$ cat config.mk
export PLATFORM = sky130hd
export DESIGN_NAME = rsh3_chan
export DESIGN_NICKNAME = d
export VERILOG_FILES = /design/src/rtl/core/rsh3_pkg.sv /design/src/rtl/core/rsh3_chan.sv
export SDC_FILE = /design/constraint.sdc
export NUM_CORES = 1
export LEC_CHECK = 0
export ABC_AREA = 1
export BUFFER_PORTS_ARGS = -buffer_cell sky130_fd_sc_hd__buf_2
export CAP_MARGIN = 40
export CORE_MARGIN = 10
export CORE_UTILIZATION = 40
export DETAILED_ROUTE_END_ITERATION = 12
export PLACE_DENSITY = 0.53
export SLEW_MARGIN = 20
export SYNTH_ARGS = -nofsm -noshare
export SYNTH_HDL_FRONTEND = slang
export SYNTH_SLANG_ARGS = --single-unit
export TNS_END_PERCENT = 50
$ cat constraint.sdc
create_clock -name clk_i -period 9.3 [get_ports clk_i]
set_clock_uncertainty 0.2 [all_clocks]
set_input_delay 0.465 -clock clk_i [delete_from_list [all_inputs] [get_ports clk_i]]
set_output_delay 0.465 -clock clk_i [all_outputs]
set_load 0.01 [all_outputs]
$ cat src/rtl/core/rsh3_pkg.sv
// Shared types and constants for the RGB 3x3 sharpen core.
package rsh3_pkg;

  localparam int unsigned PIX_W      = 8;
  localparam int unsigned CFG_IDX_W  = 2;
  localparam int unsigned CFG_DATA_W = 12;
  localparam int unsigned GAIN_W     = 9;

  localparam logic [CFG_IDX_W-1:0] REG_FRAME_WIDTH  = 2'd0;
  localparam logic [CFG_IDX_W-1:0] REG_FRAME_HEIGHT = 2'd1;
  localparam logic [CFG_IDX_W-1:0] REG_STRENGTH     = 2'd2;

  localparam int unsigned DEF_MAX_WIDTH    = 2048;
  localparam int unsigned DEF_MAX_HEIGHT   = 2048;
  localparam int unsigned FRAME_WIDTH_RST  = 640;
  localparam int unsigned FRAME_HEIGHT_RST = 480;
  localparam int unsigned MIN_DIM          = 2;

  localparam logic [GAIN_W-1:0] GAIN_MAX = 9'd256;

  // arithmetic widths: window sum, 9p - sum, 2304p + g*(9p - sum)
  localparam int unsigned SUM_W = 12;
  localparam int unsigned D_W   = 13;
  localparam int unsigned NUM_W = 22;

  // floor(num / 2304) = floor((num >> 8) / 9); 2304 after the shift saturates
  localparam int unsigned SCALE_SHIFT = 8;
  localparam logic [12:0] Q_SAT       = 13'd2304;
  localparam logic [11:0] DIV9_MUL    = 12'd3641;
  localparam int unsigned DIV9_SHIFT  = 15;
  localparam logic [PIX_W-1:0] PIX_MAX = 8'hFF;

  typedef struct packed {
    logic [PIX_W-1:0] r;
    logic [PIX_W-1:0] g;
    logic [PIX_W-1:0] b;
  } rgb_t;

  // line store entry: the two rows above the incoming one
  typedef struct packed {
    rgb_t prev1;
    rgb_t prev2;
  } line_pair_t;

  // one column of the window, top to bottom
  typedef struct packed {
    rgb_t top;
    rgb_t mid;
    rgb_t bot;
  } col_vec_t;

  typedef struct packed {
    logic row_end;
    logic left_clamp;
    logic top_clamp;
    logic bot_rep;
    logic emit;
    logic eof;
    logic wr;
  } step_t;

  typedef struct packed {
    logic step_go;
    logic ld2;
    logic ld3;
    logic ld4;
  } pipe_t;

  typedef struct packed {
    logic [PIX_W-1:0] p;
    logic [D_W-1:0]   d;
  } tap_t;

endpackage

$ cat src/rtl/core/rsh3_chan.sv
// Per-channel boost, floor divide by 2304 and clamp to 0..255.
module rsh3_chan (
  input  logic                        clk_i,
  input  rsh3_pkg::pipe_t             pipe_i,
  input  logic [rsh3_pkg::GAIN_W-1:0] gain_i,
  input  rsh3_pkg::tap_t              tap_i,
  output logic [rsh3_pkg::PIX_W-1:0]  pix_o
);
  import rsh3_pkg::*;

  logic signed [NUM_W-1:0] num_d, num_q;
  logic [PIX_W-1:0]        pix_d, pix_q;

  // num = 2304p + g*(9p - sum)
  always_comb begin
    logic signed [NUM_W:0]   prod;
    logic signed [NUM_W-1:0] base;
    prod  = $signed({1'b0, gain_i}) * $signed(tap_i.d);
    base  = $signed({3'b000, tap_i.p, 11'b0}) + $signed({6'b0, tap_i.p, 8'b0});
    num_d = base + prod[NUM_W-1:0];
  end

  always_comb begin
    logic [12:0] q;
    logic [23:0] recip;
    q     = num_q[NUM_W-2:SCALE_SHIFT];
    recip = q[11:0] * DIV9_MUL;
    if (num_q[NUM_W-1]) begin
      pix_d = '0;
    end else if (q >= Q_SAT) begin
      pix_d = PIX_MAX;
    end else begin
      pix_d = recip[DIV9_SHIFT+PIX_W-1:DIV9_SHIFT];
    end
  end

  always_ff @(posedge clk_i) begin
    if (pipe_i.ld3) begin
      num_q <= num_d;
    end
    if (pipe_i.ld4) begin
      pix_q <= pix_d;
    end
  end

  assign pix_o = pix_q;

endmodule

==> reports/qor.yml, run 1 <==
grt_overflow_total: 0
finalHoldViolCount: 0
fp.coreArea_um2: 20230
whs_ps: 346.2
worstPathArrival_ps: 5100
cts_made_buffers: 3
antenna_found_initial: 0
relSlewSlack_pct: 55.02
grt_pass1_vias: 6487
drc: 0
synth_area_leaders: "fa_1, ha_1, inv_1"
die_w_um: 163.5
wire_per_inst_um: 13.16
final_max_slew_viol_count: 0
tns_ps: 0
io_buffers: 40
hp-class: "input port to register"
dpl.hpwl_mm: 15.70
rsz0062_at_grt: "false"
r2r_slack_ps: 4470
required_ps: 9100
first_pass_iters: 4
final_cells: 1302
ant_nets: 0
synthCells: 1010
htreeDepth: 1
synthesis.nets: 1317
wl_mm: 17.14
die_h_um: 163.5
cts_tree: "built"
start_util_pct: 40.71
n_antenna_cell: 0
ys_ff_latch: 22
synth_cell_type_count: 37
hp-start: "pipe_i[0]"
yosys_warnings: 0
vias: 5937
areaGrowthSynthToFinish_pct: 6.350
grt_max_degree: 15
synth_edf_count: 22
dieArea_um2: 26730
synth_largest_area_cell: "fa_1"
dpl.cell_count: 1298
track_usage_pct: 13.56
drtIter0Drc: 139
cts.clk_slew.worst_paths_ps: 60
ctsHoldBuffers: 0
layout.nets: 1340
yosys.area.top_type_share_pct: 34.76
critical_path.max_fanout: 13
synth_area_um2: 8237
avgViaCountPerCell: 4.560
root_buffer: "clkbuf_16"
gp_congestion: 0.8354
endpoint_kind: "register"
clockBufferDepth: 2
worstSkewPairLatency_ps: 260
num_rows: 52
place_ws_ps: 3768
avgSynthCellArea_um2: 8.155
outcome: "completed"
ys.flop_type: "edfxtp_1"
r2r-start: "num_q[17]"
setup_ws_ps: 3997
postCtsSetupRepairBufs: 0
min_period_ps: 5303
clkSinkCount: 22
tightest_slew_ps: 671.1
grt_pass1_wl_mm: 30.41
fin_crit_sh_pct: 57.02
io-pin-count: 43
cts_resized: 0
async_flop_share_pct: 0
fmax_mhz: 188.6
setup.worst_path.start_class: "input port"
crit_type: "input port to register"
finalSetupViolations: 0
maxCapViolCount: 0
yosysSeqAreaShare_pct: 8.021
drive_gt1_share_pct: 6.492
cp-startpoint: "gain_i[1]"
## logic make-up after synthesis
logic type                 share of synthesized area [%]
xor gates and xnor gates                           2.005
DFF                                                8.021
buffers and inverters                              14.58
adders and majority gates                          54.35
AOI/OAI and AO/OA                                  4.922
and+or+nand+nor                                    16.12
## state kept, by name, summed over array words and instances, names as in the netlist
name and flops:
num_q 14, pix_o 8
## worst paths after layout
path | cells after the start | to
worst max-delay path | 18 | num_q[20]
worst min-delay path | 1 | pix_o[3]
worst max register to register | 18 | pix_o[4]
worst min register to register | 1 | pix_o[5]
## synthesized netlist by cell type, drive strengths merged (12+ instances only)
cell type  count
nor2          47
xor2          12
fa           143
nand2        220
clkbuf        20
ha           129
edfxtp        22
inv          294
o21ai         17
a21oi         36
nand3         23
## layer usage
layer,global-route usage [%],vias up,share of wire [%]
li1,-,3039,-
met1,17.67,2821,48
met2,24.30,62,49
met3,0.8558,15,1.5
met4,2.559,0,1.4
met5,0,-,0
## metrics by stage
step,area [µm²],util [%]
CTS,8760,43.29
detailed placement,8681,42.90
global placement,8681,42.90
global route,8760,43.29
finish,8760,43.29
floorplan,8237,-
## cell usage in the layout (no fill, tap or decap)
master,instances
nor3_1,5
clkbuf_16,3
nand2_1,207
nand2_4,3
clkinv_1,2
nor3_2,3
o21ai_0,7
o21bai_1,6
xor2_2,1
xnor2_1,6
xor2_1,11
o21ai_1,9
nand4_4,1
a21oi_1,35
or2_1,2
nor2_2,1
edfxtp_1,22
nand3b_1,2
o21a_1,2
nor3b_2,1
nand4_1,7
ha_1,129
inv_2,1
a31oi_1,2
fa_1,143
o21ai_2,1
a21o_4,1
inv_1,293
a21o_1,3
buf_2,40
nand2_2,10
nand3_1,23
a21oi_2,1
o211ai_1,1
nor2_1,46
a21boi_1,2
## worst max-delay path: stages
cell and delay, ps:
buf_2 260, nand2_1 190, fa_1 670, inv_1 140, fa_1 480, fa_1 500, fa_1 490, inv_1 50
fa_1 470, inv_1 40, ha_1 340, nand2_1 90, nand2_1 70, a21oi_1 130, nor2_1 50, nor3_1 350
nand3_1 140, xor2_1 160
## final cells by class
type                    instances  area, µm²
flip-flops and latches         22      660.6
clock buffers                   3      75.07
inverters                     295       1107
well taps                     270      337.8
repair buffers                 40      200.2
multi-input cells             671       6375
clock inverters                 1      3.754
fillers                      2132      11470
Power of run 1 is not shown: default switching activity piles up to over one toggle a cycle in this logic, so the estimate is an artifact.
==> inputs of run 2 (changes only) <==
Settings changed: ABC_AREA 1 to 0, PLACE_DENSITY 0.53 to 0.55.
Clock period 9.3 ns to 4.68 ns, I/O delays scaled along.
==> reports/qor.yml, run 2 <==
avgSynthCellArea_um2: 9.564  # +17%
synth_commonest_cells: "inv_1, fa_1, ha_1, nand2_1, and2_1"
r2r_slack_ps: -150  # -4620 ps
avgViaCountPerCell: 4.782  # +4.9%
largest_reg_flops: 14  # unchanged
synth_area_um2: 7632  # -7.3%
drc: 0  # unchanged
required_ps: 4560  # -4540 ps
maxCapViolCount: 0  # unchanged
synth_edf_count: 22  # unchanged
grt_overflow_total: 0  # unchanged
async_flop_share_pct: 0  # unchanged
layout_common_cells: "inv_1, fa_1, buf_4, ha_1, nand2_1"
die_h_um: 158.1  # -3.3%
io-pin-count: 43  # unchanged
n_antenna_cell: 0  # unchanged
cts_made_buffers: 3  # unchanged
relSlewSlack_pct: 74.60  # +20 points
min_period_ps: 4825
cts.clk_slew.worst_paths_ps: 60  # about the same
synth_cell_type_count: 53  # +43%
wl_mm: 16.44  # -4.1%
yosys_warnings: 0  # unchanged
violations: "setup timing"
placed_area_um2: 9148  # +5.4%
outcome: "finished with violations"
yosys.area.top_type_share_pct: 37.51  # +2.8 points
top_register: "num_q"
ys.flop_type: "edfxtp_1"
antenna_found_initial: 0  # unchanged
first_pass_iters: 4  # unchanged
cts_tree: "built"
start_util_pct: 40.67  # about the same
drive_gt1_share_pct: 29.88  # +23 points
ant_nets: 0  # unchanged
vias: 5647  # -4.9%
io_buffers: 40  # unchanged
setup.worst_path.start_class: "register"
synth.most_common_cell: "inv_1"
num_rows: 50  # -3.8%
hp-start: "pipe_i[0]"
layout_commonest_cell: "inv_1"
whs_ps: 136.5  # -209.6 ps
synthCells: 798  # -21%
ys_ff_latch: 22  # unchanged
drtIter0Drc: 144  # +3.6%
crit_type: "register to register"
grt_pass1_wl_mm: 29.55  # -2.8%
dpl.hpwl_mm: 14.88  # -5.2%
final_max_slew_viol_count: 0  # unchanged
synth_area_leaders: "fa_1, ha_1, inv_1"
fp.coreArea_um2: 18770  # -7.2%
die_w_um: 158.1  # -3.3%
wire_per_inst_um: 13.92  # +5.7%
layout.nets: 1256  # -6.3%
finalSetupViolations: 8  # +8
dieArea_um2: 25010  # -6.4%
root_buffer: "clkbuf_16"
worstPathArrival_ps: 4700  # -400 ps
fin_crit_sh_pct: 103.1
synth_largest_area_cell: "fa_1"
r2r-end: "pix_o[7]"
areaGrowthSynthToFinish_pct: 27.62
rsz0062_at_grt: "true"
tns_ps: -696.3  # -696.3 ps
fmax_mhz: 207.2
critical_path.max_fanout: 3  # -10
grt_pass1_vias: 6306  # -2.8%
r2r_cells: 16  # -2
tightest_slew_ps: 381.1  # -290.0 ps
finalHoldViolCount: 0  # unchanged
track_usage_pct: 14.23  # +0.67 points
finish.utilization_pct: 51.90  # +8.6 points
r2r-start: "num_q[15]"
gp_congestion: 0.8927  # +6.9%
clkSinkCount: 22  # unchanged
synthesis.nets: 1105  # -16%
hold_depth: 1  # unchanged
clockBufferDepth: 2  # unchanged
yosysSeqAreaShare_pct: 8.656  # +0.64 points
holdPathEnd: "pix_o[1]"
htreeDepth: 1  # unchanged
finish.instance_area_um2: 9741  # +11%
endpoint_kind: "register"
hp-class: "input port to register"
worstSkewPairLatency_ps: 250  # about the same
grt_max_degree: 16  # +1
setup_ws_ps: -145.4  # -4143 ps
==> run 2: changes by cell type in the layout (fill, tap and decap cells not counted), moves of 20 or more <==
cell,before,now
ha_1,129,109
nor2_1,46,10
a21oi_1,35,13
nand2_1,207,58
inv_1,293,192
buf_4,0,120
inv_2,1,21
and2_1,0,48
==> run 2: logic make-up after synthesis <==
kind of cell | Yosys count | share of synthesized area (%)
adders and majority gates | 272 | 58.66
AOI/OAI and AO/OA | 71 | 6.672
buffers and inverters | 231 | 11.36
and+or+nand+nor | 179 | 12.02
xor gates and xnor gates | 23 | 2.639
DFF | 22 | 8.656
==> run 2: critical path, stage by stage, from the launching register on <==
cell and delay [ps]:
edfxtp_1 460, fa_1 530, ha_4 310, inv_2 40, fa_1 470, inv_1 50
fa_1 470, inv_1 50, fa_1 490, inv_2 50, ha_4 240, and4_4 160
a221oi_2 230, o211ai_1 180, or2_4 290, a22o_1 210, a311oi_1 220
==> run 2: layer usage <==
layer / vias to the layer above / GRT usage, % / wire (µm)
met5: - / 0 / 0
met4: 0 / 1.764 / 146
met3: 12 / 0.6784 / 242
met2: 60 / 25.87 / 8352
met1: 2792 / 18.71 / 7693
li1: 2783 / - / -
==> run 2: repair_timing <==
action	4_1_cts	5_1_grt
gates resized for setup	74	34
endpoints found under the setup margin	17	20
pin swaps	45	20
hold buffers	0	0
hold endpoints to repair	0	0
setup buffers	10	3
==> run 2: metrics by stage <==
step | setup slack, ps | cells
2_1_floorplan | -105.7 | 798
6_report | -145.4 | 1181
4_1_cts | -121.8 | 1178
5_1_grt | -326.3 | 1181
3_3_place_gp | -409.3 | 1165
3_5_place_dp | -431.1 | 1165
==> run 2: worst max-delay path by stage <==
stage                          from         to  slack (ps)  cells after the start
after floorplan           gain_i[1]  num_q[21]        -110                     19
after CTS                 num_q[11]   pix_o[7]        -120                     18
final                     num_q[15]   pix_o[7]        -150                     16
after global routing      num_q[11]   pix_o[3]        -330                     18
after detailed placement  gain_i[3]  num_q[18]        -430                     16
after global placement    gain_i[3]  num_q[19]        -410                     16
==> run 2: layout make-up <==
type                            count  area (µm²)
Fill cell                        1773        9027
Multi-Input combinational cell    545        6629
Timing Repair Buffer              164        1284
Inverter                          213       799.5
Sequential cell                    22       660.6
Tap cell                          234       292.8
Clock buffer                        3       75.07
Power of run 2 is left out for the same reason.
