`src/rtl/core/rsh3_pkg.sv`:
```
// Shared types and constants for the RGB 3x3 sharpen core.
package rsh3_pkg;

  localparam int unsigned PIX_W      = 8;
  localparam int unsigned CFG_IDX_W  = 2;
  localparam int unsigned CFG_DATA_W = 12;
  localparam int unsigned GAIN_W     = 9;

  localparam logic [CFG_IDX_W-1:0] REG_FRAME_WIDTH  = 2'd0;
  localparam logic [CFG_IDX_W-1:0] REG_FRAME_HEIGHT = 2'd1;
  localparam logic [CFG_IDX_W-1:0] REG_STRENGTH     = 2'd2;

  localparam int unsigned DEF_MAX_WIDTH    = 2048;
  localparam int unsigned DEF_MAX_HEIGHT   = 2048;
  localparam int unsigned FRAME_WIDTH_RST  = 640;
  localparam int unsigned FRAME_HEIGHT_RST = 480;
  localparam int unsigned MIN_DIM          = 2;

  localparam logic [GAIN_W-1:0] GAIN_MAX = 9'd256;

  // arithmetic widths: window sum, 9p - sum, 2304p + g*(9p - sum)
  localparam int unsigned SUM_W = 12;
  localparam int unsigned D_W   = 13;
  localparam int unsigned NUM_W = 22;

  // floor(num / 2304) = floor((num >> 8) / 9); 2304 after the shift saturates
  localparam int unsigned SCALE_SHIFT = 8;
  localparam logic [12:0] Q_SAT       = 13'd2304;
  localparam logic [11:0] DIV9_MUL    = 12'd3641;
  localparam int unsigned DIV9_SHIFT  = 15;
  localparam logic [PIX_W-1:0] PIX_MAX = 8'hFF;

  typedef struct packed {
    logic [PIX_W-1:0] r;
    logic [PIX_W-1:0] g;
    logic [PIX_W-1:0] b;
  } rgb_t;

  // line store entry: the two rows above the incoming one
  typedef struct packed {
    rgb_t prev1;
    rgb_t prev2;
  } line_pair_t;

  // one column of the window, top to bottom
  typedef struct packed {
    rgb_t top;
    rgb_t mid;
    rgb_t bot;
  } col_vec_t;

  typedef struct packed {
    logic row_end;
    logic left_clamp;
    logic top_clamp;
    logic bot_rep;
    logic emit;
    logic eof;
    logic wr;
  } step_t;

  typedef struct packed {
    logic step_go;
    logic ld2;
    logic ld3;
    logic ld4;
  } pipe_t;

  typedef struct packed {
    logic [PIX_W-1:0] p;
    logic [D_W-1:0]   d;
  } tap_t;

endpackage

```
`src/rtl/core/rsh3_window.sv`:
```
// 3x3 window: column registers, edge replication, window sum and 9p - sum.
module rsh3_window (
  input  logic                 clk_i,
  input  rsh3_pkg::pipe_t      pipe_i,
  input  rsh3_pkg::step_t      step_i,
  input  rsh3_pkg::rgb_t       px_i,
  input  rsh3_pkg::line_pair_t rd_i,
  output rsh3_pkg::tap_t [2:0] tap_o
);
  import rsh3_pkg::*;

  col_vec_t col1_q, col2_q;
  col_vec_t vec;
  col_vec_t win_l, win_c, win_r;
  logic [8:0][2:0][PIX_W-1:0] cells;
  tap_t [2:0] tap_d, tap_q;

  always_comb begin
    logic [SUM_W-1:0] sum;
    logic [SUM_W-1:0] ninep;
    // new column: rows y-2, y-1, y with top/bottom replication at frame edges
    vec.mid = rd_i.prev1;
    vec.top = step_i.top_clamp ? rd_i.prev1 : rd_i.prev2;
    vec.bot = step_i.bot_rep ? rd_i.prev1 : px_i;

    win_c = col1_q;
    win_l = step_i.left_clamp ? col1_q : col2_q;
    win_r = step_i.row_end ? col1_q : vec;

    cells[0] = win_l.top;
    cells[1] = win_c.top;
    cells[2] = win_r.top;
    cells[3] = win_l.mid;
    cells[4] = win_c.mid;
    cells[5] = win_r.mid;
    cells[6] = win_l.bot;
    cells[7] = win_c.bot;
    cells[8] = win_r.bot;

    for (int ch = 0; ch < 3; ch++) begin
      sum = '0;
      for (int k = 0; k < 9; k++) begin
        sum = sum + SUM_W'(cells[k][ch]);
      end
      ninep = {1'b0, cells[4][ch], 3'b000} + SUM_W'(cells[4][ch]);
      tap_d[ch].p = cells[4][ch];
      tap_d[ch].d = D_W'(ninep) - D_W'(sum);
    end
  end

  always_ff @(posedge clk_i) begin
    if (pipe_i.step_go) begin
      col2_q <= col1_q;
      col1_q <= vec;
    end
    if (pipe_i.ld2) begin
      tap_q <= tap_d;
    end
  end

  assign tap_o = tap_q;

endmodule

```
`config.mk`:
```
export PLATFORM = sky130hd
export DESIGN_NAME = rsh3_window
export DESIGN_NICKNAME = d
export VERILOG_FILES = /design/src/rtl/core/rsh3_pkg.sv /design/src/rtl/core/rsh3_window.sv
export SDC_FILE = /design/constraint.sdc
export NUM_CORES = 1
export LEC_CHECK = 0
export BUFFER_PORTS_ARGS = -buffer_cell sky130_fd_sc_hd__buf_2
export CAP_MARGIN = 30
export CORE_UTILIZATION = 40
export CTS_CLUSTER_SIZE = 12
export DETAILED_ROUTE_END_ITERATION = 16
export SLEW_MARGIN = 40
export SYNTH_ARGS = -nofsm -noshare
export SYNTH_HDL_FRONTEND = slang
export SYNTH_SLANG_ARGS = --single-unit
```
`constraint.sdc`:
```
create_clock -name clk_i -period 12.5 [get_ports clk_i]
set_input_delay 1.25 -clock clk_i [delete_from_list [all_inputs] [get_ports clk_i]]
set_output_delay 1.25 -clock clk_i [all_outputs]
set_load 0.03 [all_outputs]
```
==> results of run 1 <==
worst max-delay path: cells and delay by family:
family / cells / cell delay (ns)
AO/OA/AOI/OAI: 3 / 0.58
XOR/XNOR: 1 / 0.16
adder cells (fa/ha/maj): 7 / 3.03
buffers and inverters: 6 / 1.33
multiplexers: 1 / 0.42
AND/OR/NAND/NOR: 1 / 0.18
stage by stage:
stage / instances / util / hold slack [ns] / worst slack [ns]
4_1_cts: 1750 / 0.461 / 0.505 / 5.80
2_1_floorplan: 1073 / - / 0.467 / 6.10
3_5_place_dp: 1705 / 0.440 / 0.489 / 5.22
5_1_grt: 1750 / 0.461 / 0.522 / 5.56
3_3_place_gp: 1705 / 0.440 / 0.485 / 5.24
6_report: 1751 / 0.461 / 0.501 / 5.79
logic make-up (layout without fill, tap and decap cells):
group           count (synthesis)  after routing  share of synthesized area
mux                           192            192                      0.136
simple gates                   50             50                     0.0172
flops                         207            207                      0.407
xor+xnor                       26             26                     0.0149
fa+ha+maj                     272            272                      0.327
other cells                     0              1                          0
buf+inv                       253            419                     0.0638
compound gates                 73             73                     0.0332
layout make-up:
class,count,area (sq um)
diodes,1,2.50
well taps,511,639
fillers,3381,20200
clock buffers,31,691
repair buffers,146,764
flip-flops and latches,207,6220
multi-input cells,613,8080
clock inverters,14,95.1
inverters,228,856
layout by cell type (no fill, tap or decap), types with 4 or more instances in the layout:
cell                        count
sky130_fd_sc_hd__nand3_1        6
sky130_fd_sc_hd__clkbuf_16     27
sky130_fd_sc_hd__mux2i_1       65
sky130_fd_sc_hd__edfxtp_1     207
sky130_fd_sc_hd__nand2_1        9
sky130_fd_sc_hd__a21o_1         6
sky130_fd_sc_hd__clkinv_1       5
sky130_fd_sc_hd__nor2_1         9
sky130_fd_sc_hd__inv_1        227
sky130_fd_sc_hd__ha_1          57
sky130_fd_sc_hd__o211ai_1       4
sky130_fd_sc_hd__buf_2        137
sky130_fd_sc_hd__nor2b_1        4
sky130_fd_sc_hd__o21ai_0        7
sky130_fd_sc_hd__clkbuf_1       4
sky130_fd_sc_hd__mux2_2       127
sky130_fd_sc_hd__buf_4          6
sky130_fd_sc_hd__xor2_1         8
sky130_fd_sc_hd__a21oi_1       26
sky130_fd_sc_hd__nor3_1         5
sky130_fd_sc_hd__clkinv_2       7
sky130_fd_sc_hd__fa_1         213
sky130_fd_sc_hd__xnor2_1       18
sky130_fd_sc_hd__o21a_1         5
layer usage:
metal,vias up,routed length (microns),global-route usage
met5,-,8,0
met4,2,600,0.0353
met3,38,1080,0.0273
met2,139,13900,0.268
met1,4251,13700,0.221
li1,3906,-,-
worst paths after layout:
| kind | endpoint | start | cells after the start |
|---|---|---|---|
| worst min register to register | col2_q[23] | cells[191] | 0 |
| worst max register to register | tap_o[11] | cells[97] | 17 |
| worst min-delay path | col2_q[23] | cells[191] | 0 |
| worst max-delay path | tap_o[11] | step_i[5] | 19 |
state kept, by name, summed over array words and instances, names as in the netlist:
signal and cells:
cells 72, tap_o 63, col2_q 72
==> run summary, run 1 <==
The tools report the kind of end point of the critical path as a flip-flop. The height of the die is 197 microns. TritonCTS built the clock tree.

The largest total area in the synthesized netlist belongs to sky130_fd_sc_hd__edfxtp_1. The synthesis warning total was 0; the total count of max-transition violations in the final report was 0. Global routing finished with a remaining overflow of 0.

The logs give 0 for the number of endpoints failing setup at the final stage and 1576 for the final-stage net count. The number of register bits inferred by synthesis came out at 207. The number of detailed-routing iterations run before antenna repair was 4. The tool flagged a number of max-cap violations equal to 0. For the area of the mapped netlist, the log shows 15300 sq um.

The largest single stage delay on the critical path is 0.62 ns. The most frequent cell after synthesis was sky130_fd_sc_hd__inv_1. The core region is 37600 sq um.

The clock root buffer is sky130_fd_sc_hd__clkbuf_16. Yosys attributes the largest share of cell area to sky130_fd_sc_hd__edfxtp_1 (41%), sky130_fd_sc_hd__fa_1 (28%), sky130_fd_sc_hd__mux2_2 (9.4%). The critical path goes through buf_4 > buf_4 > mux2_2 > fa_1 > inv_1 > fa_1 > fa_1 > inv_1 > fa_1 > inv_1 > fa_1 > ha_1 > inv_1 > fa_1 > nor2b_1 > o21ai_1 > a31oi_1 > o221ai_1 > xnor2_1. After clock tree synthesis, the clock-pin slew on the worst setup and hold paths is 0.06 ns.

The run finished with clean final reports. The share of flip-flops with an asynchronous set or reset was 0; the time the worst path needs with I/O delays and setup was 6.71 ns. The area after detailed placement was 16600 sq um; the fraction of the cycle the final worst path needs was 0.536. For the worst setup path, the data required time is 12.79 ns.

After clock tree synthesis, the flow added hold-fix buffers numbering 0. The run gives 147 as the number of I/O pins. The per-cell routed wire length is 16.7 microns. The final number of hold-violating endpoints is 0, and the top fanout value on the critical path is 37. In this design, the critical path's most frequently occurring cell is sky130_fd_sc_hd__fa_1.

The logs give 9272 for the number of global-route vias before repair and 38900 sq um for the floorplan die area. The synthesized netlist contains 48 unique library cells. The most used flip-flop cell after synthesis is sky130_fd_sc_hd__edfxtp_1. The number of enable-type register cells in the synthesized netlist is 207, and the fmax is 0.149 GHz.

The logs give 0 ns for the setup TNS and 0 for the post-cts repair resize count. The maximum level of the CTS H-tree is 1, and the share of final-layout standard cells stronger than drive strength 1 is 0.257. The routed layout has 8336 vias.

Initial standard-cell utilization of the core: 0.406. Sorting the synthesized cells by how often they occur yields sky130_fd_sc_hd__inv_1 (227), sky130_fd_sc_hd__fa_1 (213), sky130_fd_sc_hd__edfxtp_1 (207), sky130_fd_sc_hd__mux2_2 (127), sky130_fd_sc_hd__mux2i_1 (65). The die is 197 microns wide. Counting along the longest clock path gives a buffer depth of 3. The placement row count came out at 71. Each instance of the synthesized netlist takes up on average 14.2 sq um.

In the synthesized netlist, the number of instances is 1073. The worst hold path belongs to the class reg -> reg. In this run, the number of DRC markers left after iteration 0 of detailed routing was 313.

The largest net degree at the start of global routing is 75, and the final cell area excluding filler cells is 17300 sq um. The run gives 29300 microns as the total detailed-routing wirelength. The area share of the leading cell type in the synthesized netlist works out to 0.407. The number of setup buffers added after CTS is 0. Once detailed placement completed, the half-perimeter wirelength came to 21100 microns. Clock skew on the completed layout was measured at 0.0206 ns. The average via count per standard cell works out to 4.76. The count of input and output buffers works out to 141. For the global-route usage over all layers, the log shows 0.161. For flop-to-flop paths, the worst setup slack is 7.19 ns.

The category of the most critical setup path is in -> reg. For this design, the slowest cell found on the critical path is sky130_fd_sc_hd__buf_4. The number of antenna violations at the first check in global routing is 2. For the global placer's final weighted congestion, the log shows 0.779. Startpoint class of the critical path: an input pin. Once detail routing completed, the nets flagged for antenna violations numbered 0.

The run gives 0.55 ns as the latest clock arrival within the worst-skew pair. In the routed design, unresolved DRC markers number 0. Setup repair after global routing left no endpoint under its margin.

From synthesis to final layout, the design area changed by 13.6%. The TritonCTS buffer count was 26; the worst-margin pin slew was 0.785 ns. Counting every sink on the clock net gives 207. The first global-routing pass estimated 48900 microns of wire. The sequential-to-total area share from yosys stat was 0.407; the net count of the mapped netlist was 1427. The tightest slew margin relative to the limit is 0.477, and the data arrival at the endpoint of the critical path is 6.99 ns.
Power of run 1 is left out: the tool's default activity adds up to more than one toggle a clock period on the data nets, which glitch-free logic cannot reach.
==> run 2, diff against run 1 <==
==> constraint.sdc (replaced) <==
create_clock -name clk_i -period 5.65 [get_ports clk_i]
set_input_delay 0.565 -clock clk_i [delete_from_list [all_inputs] [get_ports clk_i]]
set_output_delay 0.565 -clock clk_i [all_outputs]
set_load 0.03 [all_outputs]
==> run 2 against run 1 <==
Against the previous run:
- global-route usage grew 0.42 points
- final area grew 2.8%
- clock skew shrank 0.0077 ns
- largest cell class unchanged
==> run summary, run 2 (synthesized netlist as in run 1, its figures left out) <==
The tightest slew margin relative to the limit came out at 0.456 (was 0.477). The post-synthesis to final-layout area growth was 16.8% (was 13.6%); the count of max-cap constraint violations was 0 (unchanged). The total count of max-transition violations in the final report came out at 0 (unchanged). The tools report the latest clock arrival within the worst-skew pair as 0.54 ns (was 0.55 ns). The tools report the floorplan die area as 38900 sq um (unchanged). The top fanout value on the critical path came out at 5 (was 37).

The run gives 0 (unchanged) as the number of hold buffers added after CTS. The initial standard-cell utilization of the core was 0.406 (unchanged). The placement row count was 71 (unchanged); the post-DP HPWL was 22600 microns (was 21100 microns). The logs give 8544 (was 8336) for the total number of vias and 9332 (was 9272) for the number of global-route vias before repair.

The tools report the total detailed-routing wirelength as 30200 microns (was 29300 microns). TritonCTS built the clock tree. Counting I/O delays and the setup requirement, the final critical path takes 5.27 ns. The run gives 207 (unchanged) as the clock sink total.

The most common cell after layout, fill and taps aside was sky130_fd_sc_hd__inv_1 (unchanged). The x dimension of the die is 197 microns (unchanged), and the number of detailed-routing iterations run before antenna repair is 6 (was 4). The startpoint class of the critical path was an input pin (unchanged). The global-route usage over all layers came out at 0.165 (was 0.161). The maximum level of the CTS H-tree was 1 (unchanged); the final cell area excluding filler cells was 17800 sq um (was 17300 sq um). The number of I/O pins was 147 (unchanged); the fill cell instance count of the final layout was 3329 (was 3381).

The count of input and output buffers is 141 (unchanged). The run gives 0 (unchanged) as the remaining number of nets flagged by the antenna check after routing. Setup repair after global routing left no endpoint under its margin. The number of antenna violations at the first check in global routing is 3 (was 2), and the largest net degree at the start of global routing is 100 (was 75). The path category of the worst min-delay check is in -> reg (was reg -> reg). The placeable core region was 37600 sq um (unchanged). The minimum setup slack among reg-to-reg paths is 0.47 ns (was 7.19 ns). The global placer's final weighted congestion was 0.787 (was 0.779). The run finished with clean final reports.

The logs give 0 (unchanged) for the post-cts repair resize count and 17000 sq um (was 16600 sq um) for the area after detailed placement. The category of the most critical setup path was in -> reg (unchanged). The per-cell routed wire length is 16.8 microns (was 16.7 microns). Commonest cells after routing, fill and taps aside: sky130_fd_sc_hd__inv_1 (227), sky130_fd_sc_hd__fa_1 (213), sky130_fd_sc_hd__edfxtp_1 (207), sky130_fd_sc_hd__buf_2 (137), sky130_fd_sc_hd__mux2_2 (127) (unchanged). For the setup slack after layout, the log shows 0.381 ns (was 5.79 ns). The violation count after the first detailed-routing iteration came out at 217 (was 313). The total grt overflow was 0 (unchanged). Clock root buffer: sky130_fd_sc_hd__clkbuf_16 (unchanged). Share of final-layout standard cells stronger than drive strength 1: 0.283 (was 0.257). The height of the die is 197 microns (unchanged), and the worst-case setup slack after placement is -0.212 ns (was 5.22 ns). The data arrival at the endpoint of the critical path came out at 5.65 ns (was 6.99 ns).

The wire length of the first global-routing pass is 49900 microns (was 48900 microns), and the worst-margin pin slew is 0.816 ns (was 0.785 ns). The number of endpoints failing setup at the final stage came out at 0 (unchanged). The clock-pin slew of the registers on the worst-case setup and hold paths came out at 0.06 ns (about the same). The TritonCTS buffer count is 27 (was 26), and the setup fix buffers added after clock tree synthesis is 0 (unchanged). Kind of end point of the critical path: a flip-flop (unchanged). For the required time of the critical path, the log shows 6.03 ns (was 12.79 ns). The residual DRC count was 0 (unchanged); the clock skew was 0.0129 ns (was 0.0206 ns). For the final number of hold-violating endpoints, the log shows 0 (unchanged).

Fraction of the cycle the final worst path needs: 0.933. The maximum root-to-sink buffer count is 3 (unchanged), and the final-stage net count is 1626 (was 1576). The average via count per standard cell is 4.74 (was 4.76).

Static timing analysis puts the maximum clock frequency at 0.190 GHz.
-- run 2: cell count changes in the layout (fill, tap and decap cells not counted), sizes merged --
cell      delta
diode        +1
clkinv       -1
clkbuf       +1
buf         +49
bufinv       +2
clkinvlp     -1
-- run 2: area by class of cell --
cell class / instances / area (sq um) / area share
Inverter: 228 / 856 / 0.0480
Antenna cell: 2 / 5.00 / 0.000281
Clock buffer: 32 / 694 / 0.0389
Tap cell: 511 / 639 / 0.0359
Timing Repair Buffer: 195 / 1210 / 0.0677
Clock inverter: 14 / 139 / 0.00779
Multi-Input combinational cell: 613 / 8080 / 0.453
Sequential cell: 207 / 6220 / 0.349
-- run 2: routing by layer --
| metal | up-vias | GRT usage | wire [microns] |
|---|---|---|---|
| met5 | - | 0 | 11 |
| met4 | 2 | 0.0388 | 524 |
| met3 | 39 | 0.0297 | 1420 |
| met2 | 142 | 0.270 | 14500 |
| met1 | 4362 | 0.229 | 13800 |
| li1 | 3999 | - | - |
-- run 2: metrics by stage --
stage / instances / setup TNS, ns / util / hold WS [ns]
detailed placement: 1754 / -1.05 / 0.452 / 0.497
CTS: 1800 / 0 / 0.474 / 0.216
finish: 1802 / 0 / 0.475 / 0.243
global route: 1800 / 0 / 0.474 / 0.232
global placement: 1754 / -0.722 / 0.452 / 0.487
floorplan: 1073 / 0 / - / 0.467
-- run 2: final timing paths --
check / startpoint / endpoint / cells past startpoint
setup reg to reg: cells[97] / tap_o[11] / 17
hold / removal: rd_i[31] / cells[103] / 1
setup / recovery: step_i[4] / tap_o[32] / 18
hold reg to reg: cells[105] / col2_q[33] / 0
-- run 2: critical path, stage by stage --
cell	delay [ns]
sky130_fd_sc_hd__buf_2	0.22
sky130_fd_sc_hd__buf_4	0.18
sky130_fd_sc_hd__mux2_2	0.34
sky130_fd_sc_hd__mux2_2	0.27
sky130_fd_sc_hd__fa_1	0.45
sky130_fd_sc_hd__fa_1	0.51
sky130_fd_sc_hd__fa_1	0.44
sky130_fd_sc_hd__fa_1	0.52
sky130_fd_sc_hd__fa_1	0.41
sky130_fd_sc_hd__inv_1	0.07
sky130_fd_sc_hd__ha_1	0.18
sky130_fd_sc_hd__inv_1	0.07
sky130_fd_sc_hd__fa_1	0.46
sky130_fd_sc_hd__nor2b_1	0.18
sky130_fd_sc_hd__o31a_1	0.18
sky130_fd_sc_hd__o21ai_2	0.09
sky130_fd_sc_hd__a2111o_1	0.41
sky130_fd_sc_hd__o211ai_1	0.10
Power of run 2 is left out for the same reason.
==> run 3, diff against run 2 <==
--- a/config.mk
+++ b/config.mk
@@ -5,11 +5,12 @@
 export SDC_FILE = /design/constraint.sdc
 export NUM_CORES = 1
 export LEC_CHECK = 0
-export BUFFER_PORTS_ARGS = -buffer_cell sky130_fd_sc_hd__buf_2
+export BUFFER_PORTS_ARGS = -buffer_cell sky130_fd_sc_hd__clkbuf_2
 export CAP_MARGIN = 30
 export CORE_UTILIZATION = 40
 export CTS_CLUSTER_SIZE = 12
 export DETAILED_ROUTE_END_ITERATION = 16
+export PLACE_DENSITY_LB_ADDON = 0.1
 export SLEW_MARGIN = 40
 export SYNTH_ARGS = -nofsm -noshare
 export SYNTH_HDL_FRONTEND = slang
==> run 3 against run 2 <==
Against the previous run:
- routed wire length increased by 0.76%
- critical path depth unchanged
- first-iteration DRC count is 35% higher
- global-route usage up 0.25 points
- maximum frequency shrank 0.53%
- cell count rose by 0.28%
- worst hold slack better by 0.011 ns
- non-clock buffer count rose by 6
- clock skew about the same
- die area unchanged
- sequential share of layout area fell by 0.081 points
- critical path type unchanged
- critical endpoint unchanged
==> run summary, run 3 (synthesized netlist as in run 1, its figures left out) <==
The family of cells with the greatest summed delay on the critical path is adder cells (unchanged). The tools report the setup slack after layout as 0.353 ns (was 0.381 ns). The antenna diode count came out at 0 (was 2). The time the worst path needs with I/O delays and setup is 5.30 ns (was 5.27 ns).

The average via count per standard cell is 4.68 (was 4.74). The number of stages on the worst hold path is 1 (unchanged). The category of the most critical setup path is in -> reg (unchanged). Maximum level of the CTS H-tree: 1 (unchanged).

The remaining number of nets flagged by the antenna check after routing was 0 (unchanged). The tools report the largest net degree at the start of global routing as 64 (was 100). Placeable core region: 37600 sq um (unchanged). The clock-pin slew of the registers on the worst-case setup and hold paths was 0.06 ns (about the same); the worst-case setup slack after placement was -0.222 ns (was -0.212 ns). The beginning of the worst register-to-register path was cells[113] (was cells[97]). The required time of the critical path is 6.02 ns (was 6.03 ns), and the number of buffers and inverters on the critical path is 4 (unchanged). The top fanout value on the critical path works out to 7 (was 5). The fraction of the cycle the final worst path needs came out at 0.938 (was 0.933). TritonCTS buffer count: 26 (was 27). The run gives 0 (unchanged) as the setup fix buffers added after clock tree synthesis.

The tools report the maximum root-to-sink buffer count as 3 (unchanged). For the total count of max-transition violations in the final report, the log shows 0 (unchanged). The length in cells of the worst reg-to-reg path works out to 17 (unchanged). The start point of the worst hold path was rd_i[31] (unchanged). For the detailed route wirelength on metal2, the log shows 14700 microns (was 14500 microns).

The minimum setup slack among reg-to-reg paths is 0.45 ns (was 0.47 ns). The run gives 5.67 ns (was 5.65 ns) as the data arrival at the endpoint of the critical path. The run finished with clean final reports.

The tools report the total number of vias as 8456 (was 8544). The most common cell after layout, fill and taps aside is sky130_fd_sc_hd__inv_1 (unchanged). The run gives 0 (was 3) as the number of antenna violations at the first check in global routing.

Per-cell routed wire length: 16.9 microns (was 16.8 microns). The final cell area excluding filler cells was 17900 sq um (was 17800 sq um); the final number of hold-violating endpoints was 0 (unchanged). Commonest cells after routing, fill and taps aside: sky130_fd_sc_hd__inv_1 (227), sky130_fd_sc_hd__fa_1 (213), sky130_fd_sc_hd__edfxtp_1 (207), sky130_fd_sc_hd__clkbuf_2 (137), sky130_fd_sc_hd__mux2_2 (127) (was sky130_fd_sc_hd__inv_1 (227), sky130_fd_sc_hd__fa_1 (213), sky130_fd_sc_hd__edfxtp_1 (207), sky130_fd_sc_hd__buf_2 (137), sky130_fd_sc_hd__mux2_2 (127)). The number of detailed-routing iterations run before antenna repair came out at 4 (was 6). The met1 layer wirelength in the final routing is 14300 microns (was 13800 microns), and the height of the die is 197 microns (unchanged).

The standard cell with the maximum stage delay on the critical path is sky130_fd_sc_hd__fa_1 (unchanged). The global-route usage over all layers was 0.168 (was 0.165). The x dimension of the die is 197 microns (unchanged). Residual DRC count: 0 (unchanged).

The post-cts repair resize count was 0 (unchanged); the number of hold buffers added after CTS was 0 (unchanged). The end of the worst hold path was cells[103] (unchanged). The run gives 1631 (was 1626) as the final-stage net count. The tools report the clock root buffer as sky130_fd_sc_hd__clkbuf_16 (unchanged).

The number of global-route vias before repair is 9417 (was 9332). The clock sink total was 207 (unchanged); the share of final-layout standard cells stronger than drive strength 1 was 0.289 (was 0.283). Utilization after layout: 0.476 (was 0.475). The count of input and output buffers is 141 (unchanged). The endpoint of the worst-slack reg-to-reg timing path is tap_o[53] (was tap_o[11]). For the placement row count, the log shows 71 (unchanged). The latest clock arrival within the worst-skew pair is 0.54 ns (about the same). Startpoint class of the critical path: an input pin (unchanged). The clock skew came out at 0.0125 ns (was 0.0129 ns).

Setup repair after global routing left no endpoint under its margin. The number of I/O pins is 147 (unchanged), and the logic depth of the worst setup path including buffers is 18 (unchanged). Path category of the worst min-delay check: in -> reg (unchanged). The post-synthesis to final-layout area growth came out at 17.1% (was 16.8%). TritonCTS built the clock tree.

The logs give 0 (unchanged) for the number of endpoints failing setup at the final stage and 17100 sq um (was 17000 sq um) for the area after detailed placement. Worst-margin pin slew: 0.765 ns (was 0.816 ns). The logs give 38900 sq um (unchanged) for the floorplan die area and 0.760 (was 0.787) for the global placer's final weighted congestion. Ordered cell list for the critical path: clkbuf_2 > buf_4 > mux2_2 > mux2_2 > fa_1 > fa_1 > fa_1 > fa_1 > fa_1 > inv_1 > ha_1 > inv_1 > fa_1 > nor2b_1 > o31a_1 > o21ai_2 > a2111o_1 > o211ai_1 (was buf_2 > buf_4 > mux2_2 > mux2_2 > fa_1 > fa_1 > fa_1 > fa_1 > fa_1 > inv_1 > ha_1 > inv_1 > fa_1 > nor2b_1 > o31a_1 > o21ai_2 > a2111o_1 > o211ai_1).

The run gives 0 (unchanged) as the count of max-cap constraint violations. The topmost layer with routed signal wires is met4 (was met5). The run gives 0.189 GHz (was 0.190 GHz) as the fmax. The logs give 50700 microns (was 49900 microns) for the wire length of the first global-routing pass and 1020 microns (was 1420 microns) for the wire length on met3.

The tightest slew margin relative to the limit was 0.490 (was 0.456). The logs give 292 (was 217) for the violation count after the first detailed-routing iteration and 23100 microns (was 22600 microns) for the post-DP HPWL. The most common cell type on the critical path was sky130_fd_sc_hd__fa_1 (unchanged).

The initial standard-cell utilization of the core was 0.406 (unchanged); the maximum single-stage delay on the critical path was 0.57 ns (was 0.52 ns). The logs give 0 ns (unchanged) for the setup TNS and 0 (unchanged) for the total grt overflow. The total detailed-routing wirelength is 30500 microns (was 30200 microns). The kind of end point of the critical path is a flip-flop (unchanged).
run 3: changes by cell type in the layout (fill, tap and decap cells not counted), sizes merged:
cell      change
buf         -131
bufinv        -1
clkbuf      +138
clkinv        +2
clkinvlp      -1
diode         -2
run 3: worst reg2reg max path, stage by stage, from the launching register on:
cell and delay, ns:
sky130_fd_sc_hd__edfxtp_1 0.55, sky130_fd_sc_hd__mux2_2 0.35, sky130_fd_sc_hd__fa_1 0.50, sky130_fd_sc_hd__inv_1 0.06, sky130_fd_sc_hd__fa_1 0.45, sky130_fd_sc_hd__fa_1 0.49, sky130_fd_sc_hd__inv_1 0.05, sky130_fd_sc_hd__fa_1 0.47
sky130_fd_sc_hd__inv_1 0.05, sky130_fd_sc_hd__fa_1 0.48, sky130_fd_sc_hd__ha_1 0.17, sky130_fd_sc_hd__inv_1 0.06, sky130_fd_sc_hd__fa_1 0.43, sky130_fd_sc_hd__nor2b_1 0.19, sky130_fd_sc_hd__o31a_2 0.17, sky130_fd_sc_hd__o21ai_2 0.08
sky130_fd_sc_hd__a2111o_1 0.40, sky130_fd_sc_hd__o211ai_1 0.10
run 3: layout make-up:
cell class / instances / area [sq um]
fill: 3421 / 19700
sequential: 207 / 6220
multi-input combinational: 613 / 8080
tap: 511 / 639
inverter: 228 / 856
clock buffer: 33 / 698
clock inverter: 14 / 115
timing repair buffer: 201 / 1270
run 3: worst max-delay path by stage:
| stage | startpoint | endpoint | slack [ns] |
|---|---|---|---|
| finish | step_i[3] | tap_o[32] | 0.35 |
| global route | step_i[3] | tap_o[32] | 0.05 |
| CTS | step_i[4] | tap_o[32] | 0.32 |
| detailed placement | step_i[4] | tap_o[11] | -0.22 |
| global placement | step_i[3] | tap_o[32] | -0.16 |
| floorplan | step_i[3] | tap_o[53] | 0.002 |
run 3: stage by stage:
| stage | hold slack, ns | instances |
|---|---|---|
| 2_1_floorplan | 0.467 | 1073 |
| 3_3_place_gp | 0.437 | 1760 |
| 3_5_place_dp | 0.438 | 1760 |
| 4_1_cts | 0.227 | 1807 |
| 5_1_grt | 0.232 | 1807 |
| 6_report | 0.255 | 1807 |
run 3: per-layer routing:
| layer | track usage | vias to the layer above |
|---|---|---|
| met3 | 0.0246 | 27 |
| met4 | 0.0333 | 0 |
| li1 | - | 4013 |
| met2 | 0.276 | 110 |
| met1 | 0.236 | 4306 |
| met5 | 0 | - |
Power of run 3 is left out for the same reason.
